### src/design/sasrrip_pkg.sv
`timescale 1ns / 1ps
`default_nettype none
// ----------------------------------------------------------------------------
// SRRIP tag store package
// Command and status types shared by the controller and the datapath, and
// the fixed re-reference interval values.
// ----------------------------------------------------------------------------
package sasrrip_pkg;

    localparam logic [1:0] RRV_HIT  = 2'd0;
    localparam logic [1:0] RRV_FILL = 2'd2;
    localparam logic [1:0] RRV_MAX  = 2'd3;

    typedef struct packed {
        logic accept;
        logic mod_step;
        logic rd_en;
        logic lookup;
        logic clear_step;
    } sasrrip_cmd_t;

    typedef struct packed {
        logic clear_last;
        logic mod_skip;
        logic mod_last;
    } sasrrip_stat_t;

endpackage
`default_nettype wire

### src/design/sasrrip_ctrl.sv
`timescale 1ns / 1ps
`default_nettype none
// ----------------------------------------------------------------------------
// SRRIP tag store controller
// Sequences the clearing pass, set index reduction, set read and lookup.
// ----------------------------------------------------------------------------
module sasrrip_ctrl (
    input  wire logic                      clk,
    input  wire logic                      rst_n,
    input  wire logic                      start,
    input  wire sasrrip_pkg::sasrrip_stat_t stat,
    output sasrrip_pkg::sasrrip_cmd_t       cmd,
    output logic                           busy
);

    localparam logic [2:0] ST_CLEAR  = 3'd0;
    localparam logic [2:0] ST_IDLE   = 3'd1;
    localparam logic [2:0] ST_MOD    = 3'd2;
    localparam logic [2:0] ST_READ   = 3'd3;
    localparam logic [2:0] ST_LOOKUP = 3'd4;

    logic [2:0] state_reg;
    logic [2:0] state_next;

    always_ff @(posedge clk or negedge rst_n)
    begin
        if (!rst_n)
        begin
            state_reg <= ST_CLEAR;
        end
        else
        begin
            state_reg <= state_next;
        end
    end

    always_comb
    begin
        state_next = state_reg;
        cmd        = '0;
        unique case (state_reg)
            ST_CLEAR:
            begin
                cmd.clear_step = 1'b1;
                if (stat.clear_last)
                begin
                    state_next = ST_IDLE;
                end
            end
            ST_IDLE:
            begin
                if (start)
                begin
                    cmd.accept = 1'b1;
                    if (stat.mod_skip)
                    begin
                        cmd.rd_en  = 1'b1;
                        state_next = ST_LOOKUP;
                    end
                    else
                    begin
                        state_next = ST_MOD;
                    end
                end
            end
            ST_MOD:
            begin
                cmd.mod_step = 1'b1;
                if (stat.mod_last)
                begin
                    state_next = ST_READ;
                end
            end
            ST_READ:
            begin
                cmd.rd_en  = 1'b1;
                state_next = ST_LOOKUP;
            end
            ST_LOOKUP:
            begin
                cmd.lookup = 1'b1;
                state_next = ST_IDLE;
            end
            default:
            begin
                state_next = ST_CLEAR;
            end
        endcase
    end

    assign busy = (state_reg != ST_IDLE);

endmodule
`default_nettype wire

### config.mk
export PLATFORM = sky130hd
export DESIGN_NAME = sasrrip_ctrl
export DESIGN_NICKNAME = d
export VERILOG_FILES = /design/src/design/sasrrip_pkg.sv /design/src/design/sasrrip_ctrl.sv
export SDC_FILE = /design/constraint.sdc
export NUM_CORES = 1
export LEC_CHECK = 0
export BUFFER_PORTS_ARGS = -buffer_cell sky130_fd_sc_hd__buf_2
export CAP_MARGIN = 20
export CORE_AREA = 2 2 39 41
export DETAILED_ROUTE_END_ITERATION = 7
export DIE_AREA = 0 0 41 43
export GPL_TIMING_DRIVEN = 1
export SETUP_SLACK_MARGIN = 0.05
export SYNTH_ARGS = -nofsm -noshare
export SYNTH_HDL_FRONTEND = slang
export SYNTH_SLANG_ARGS = --single-unit
### constraint.sdc
create_clock -name clk -period 1.2 [get_ports clk]
set_clock_uncertainty 0.15 [all_clocks]
set_input_delay 0.24 -clock clk [delete_from_list [all_inputs] [get_ports clk]]
set_output_delay 0.24 -clock clk [all_outputs]
set_load 0.02 [all_outputs]
==> results.rst <==
.. list-table::
   :header-rows: 1

   * - Metric
     - Value
   * - Max Buffers Root-to-Sink
     - 2
   * - Placeable core region
     - 1380 µm²
   * - Count of nets after finishing
     - 50
   * - Number of standard cells in the layout, taps in and fillers out
     - 59
   * - Overflow after GRT
     - 0
   * - Overall routed net length
     - 620 µm
   * - Placed standard-cell area
     - between 300 and 400 µm²
   * - H-tree lvl count
     - 1
   * - Part of the Yosys area used for sequential elements
     - 37.7%
   * - Vias in the first global route
     - 260
   * - Setup repair after global routing missed its margin
     - true
   * - Max-slew headroom
     - 83.7%
   * - Post-synthesis sequential element count
     - 3
   * - Maxcap violations
     - 0
   * - Syn_nets
     - 27
   * - Number of endpoints failing setup at the final stage
     - 8
   * - Startpoint class of the critical path
     - register
   * - Drt pass-1 iters
     - 1
   * - Transition time at the pin with the least slew margin
     - 0.241 ns
   * - Vias per Instance
     - 4.19
   * - Design Area, Final
     - 470 µm²
   * - Largest net degree at the start of global routing
     - 8
   * - CTS sink count
     - 3
   * - Routed via count
     - 247
   * - Insertion delay to the later sink of the worst-skew pair
     - ~0.23 ns
   * - Power after layout
     - around 1.3 mW
   * - Final min period
     - 1.53 ns
   * - Maximum achievable frequency
     - 656 MHz
   * - Combined area of all synthesized cells
     - between 150 and 200 µm²
   * - Row count
     - 14
   * - Proportion of synthesized flip-flops having asynchronous set or reset
     - 100%
   * - Max rail drop VDD
     - 0.806 mV
   * - Outcome
     - complete, but fails checks
   * - Violated checks
     - negative setup slack
   * - Input/output buffers
     - 11
   * - Global-route wire length before repair
     - 1.02 mm
   * - Leakage
     - 0.205 nW
   * - Largest cells by area after synthesis
     - dfrtp_1 (38%), nor3b_1 (7.5%), and4bb_1 (6.3%)
   * - Number of antenna violations at the first check in global routing
     - 0
   * - Number of flip-flops under the largest register name
     - 3
   * - Critical path start-end classification
     - register to output pin
   * - Global-route total usage across every layer
     - 8.84%
   * - Die width
     - 41 µm
   * - TritonCTS clock tree
     - built
   * - End-of-flow core utilization
     - 34.0%
   * - Proportion of netlist area held by the largest area contributor
     - 37.7%
   * - Library cells used by synthesis
     - 15
   * - RePlAce Congestion
     - 0.688
   * - Starting DRT DRC Count
     - 0
   * - Y dimension of the die
     - 43 µm
   * - Hold Vio Cnt, Final
     - 0
   * - Area growth, synth to finish
     - 136%
   * - Worst path required time
     - 0.81 ns
   * - Accumulated negative setup slack
     - -1.91 ns
   * - Reg-to-reg slack, setup
     - -0.18 ns
   * - Initial core utilization
     - 14.4%
   * - DRC errors left
     - 0
   * - Final setup slack of the worst path
     - -0.325 ns
   * - Root buffer cell
     - clkbuf_4
   * - Number of buffers inserted during clock tree synthesis
     - 3
   * - Type of destination of the critical path
     - output pin
   * - Fraction of final layout cells with drive strength greater than 1
     - 76.7%
   * - Number of diodes
     - 0
   * - Post-synthesis cell type with the largest combined area
     - dfrtp_1
   * - Class of the tightest hold or removal check
     - input port to async pin
   * - CP Data Arrival Time
     - 1.14 ns
   * - Clock-pin slew of the registers on the worst-case setup and hold paths
     - around 0.040 ns
   * - Routed Antenna Nets
     - 0
   * - Total power per unit cell area
     - 2860 nW/µm²
   * - Worst-path fanout max
     - 6
   * - Number of max-slew violations in the final report
     - 0
   * - Mean area per synthesized cell
     - 9.47 µm²
   * - I/O pin total
     - 12
   * - Top cell types by occurrence after synthesis
     - dfrtp_1 (3), nor2_1 (3), a21oi_1 (2), nor3b_1 (2)
   * - Drt wl/cell
     - 10.5 µm
   * - Most used flip-flop cell after synthesis
     - dfrtp_1
   * - Total Die Area
     - 1760 µm²
   * - Number of instances in the synthesized netlist
     - 21
   * - Placed instance count
     - 49
   * - EDFF count, synth
     - 0
   * - Number of warning messages in the yosys log
     - 0
   * - Part of the cycle the worst path needs
     - 127%
==> power by group <==
| part | leakage (nW) | internal (mW) | switching, mW |
|---|---|---|---|
| logic | 0.156 | 0.534 | 0.337 |
| clock network | 0.0150 | 0.125 | 0.0540 |
| registers | 0.0348 | 0.155 | 0.141 |
==> worst max-delay path, cell delays in order (launching register included) <==
cell and delay, ns:
dfrtp_2 0.48, nor2_4 0.13, and3_4 0.18, buf_6 0.11
==> layout make-up <==
type                    count  area, µm²
fillers                   145        913
multi-input cells          17        183
repair buffers             19        163
flip-flops and latches      3       78.8
clock buffers               4       26.3
well taps                  16       20.0
==> stage by stage <==
stage	hold WS, ns	worst slack, ns
after floorplan	-0.206	-0.00222
after global placement	-0.111	-0.162
after detailed placement	-0.110	-0.166
after CTS	0.169	-0.332
after global routing	0.216	-0.363
final	0.183	-0.325
==> timing repair <==
item,4_1_cts,5_1_grt
hold endpoints to repair,3,0
buffers inserted,5,0
pin swaps,3,3
gates resized for setup,17,6
setup endpoints to repair,7,9
hold buffers,1,0
==> worst paths after layout <==
path / cells past startpoint / to / from
max in group asynchronous: 2 / state_reg[0] / rst_n
worst min-delay path: 2 / state_reg[1] / rst_n
worst max register to register: 3 / state_reg[0] / state_reg[2]
worst max-delay path: 3 / cmd[4] / state_reg[2]
worst min register to register: 2 / state_reg[1] / state_reg[0]
min in group clk: 3 / state_reg[0] / stat[2]
==> logic make-up (layout without fill, tap and decap cells) <==
kind of cell	Yosys count	count (layout)	synth area share (%)
and+or+nand+nor	14	14	47.2
AOI/OAI and AO/OA	3	3	9.43
DFF	3	3	37.7
buffers and inverters	1	23	5.66
==> cell usage in the layout (no fill, tap or decap), types with 2 or more instances in the layout <==
master / n
buf_4: 3
dfrtp_2: 3
nor2_4: 2
buf_2: 5
buf_6: 9
clkbuf_4: 3
==> routing by layer <==
layer	part of all wire, %	global-route usage, %	wire length [µm]
met1	41	9.65	253
met2	52	13.4	324
met3	6.8	3.14	42
met4	0	6.00	0
met5	0	0	0
Power figures use the tool's default switching activity.
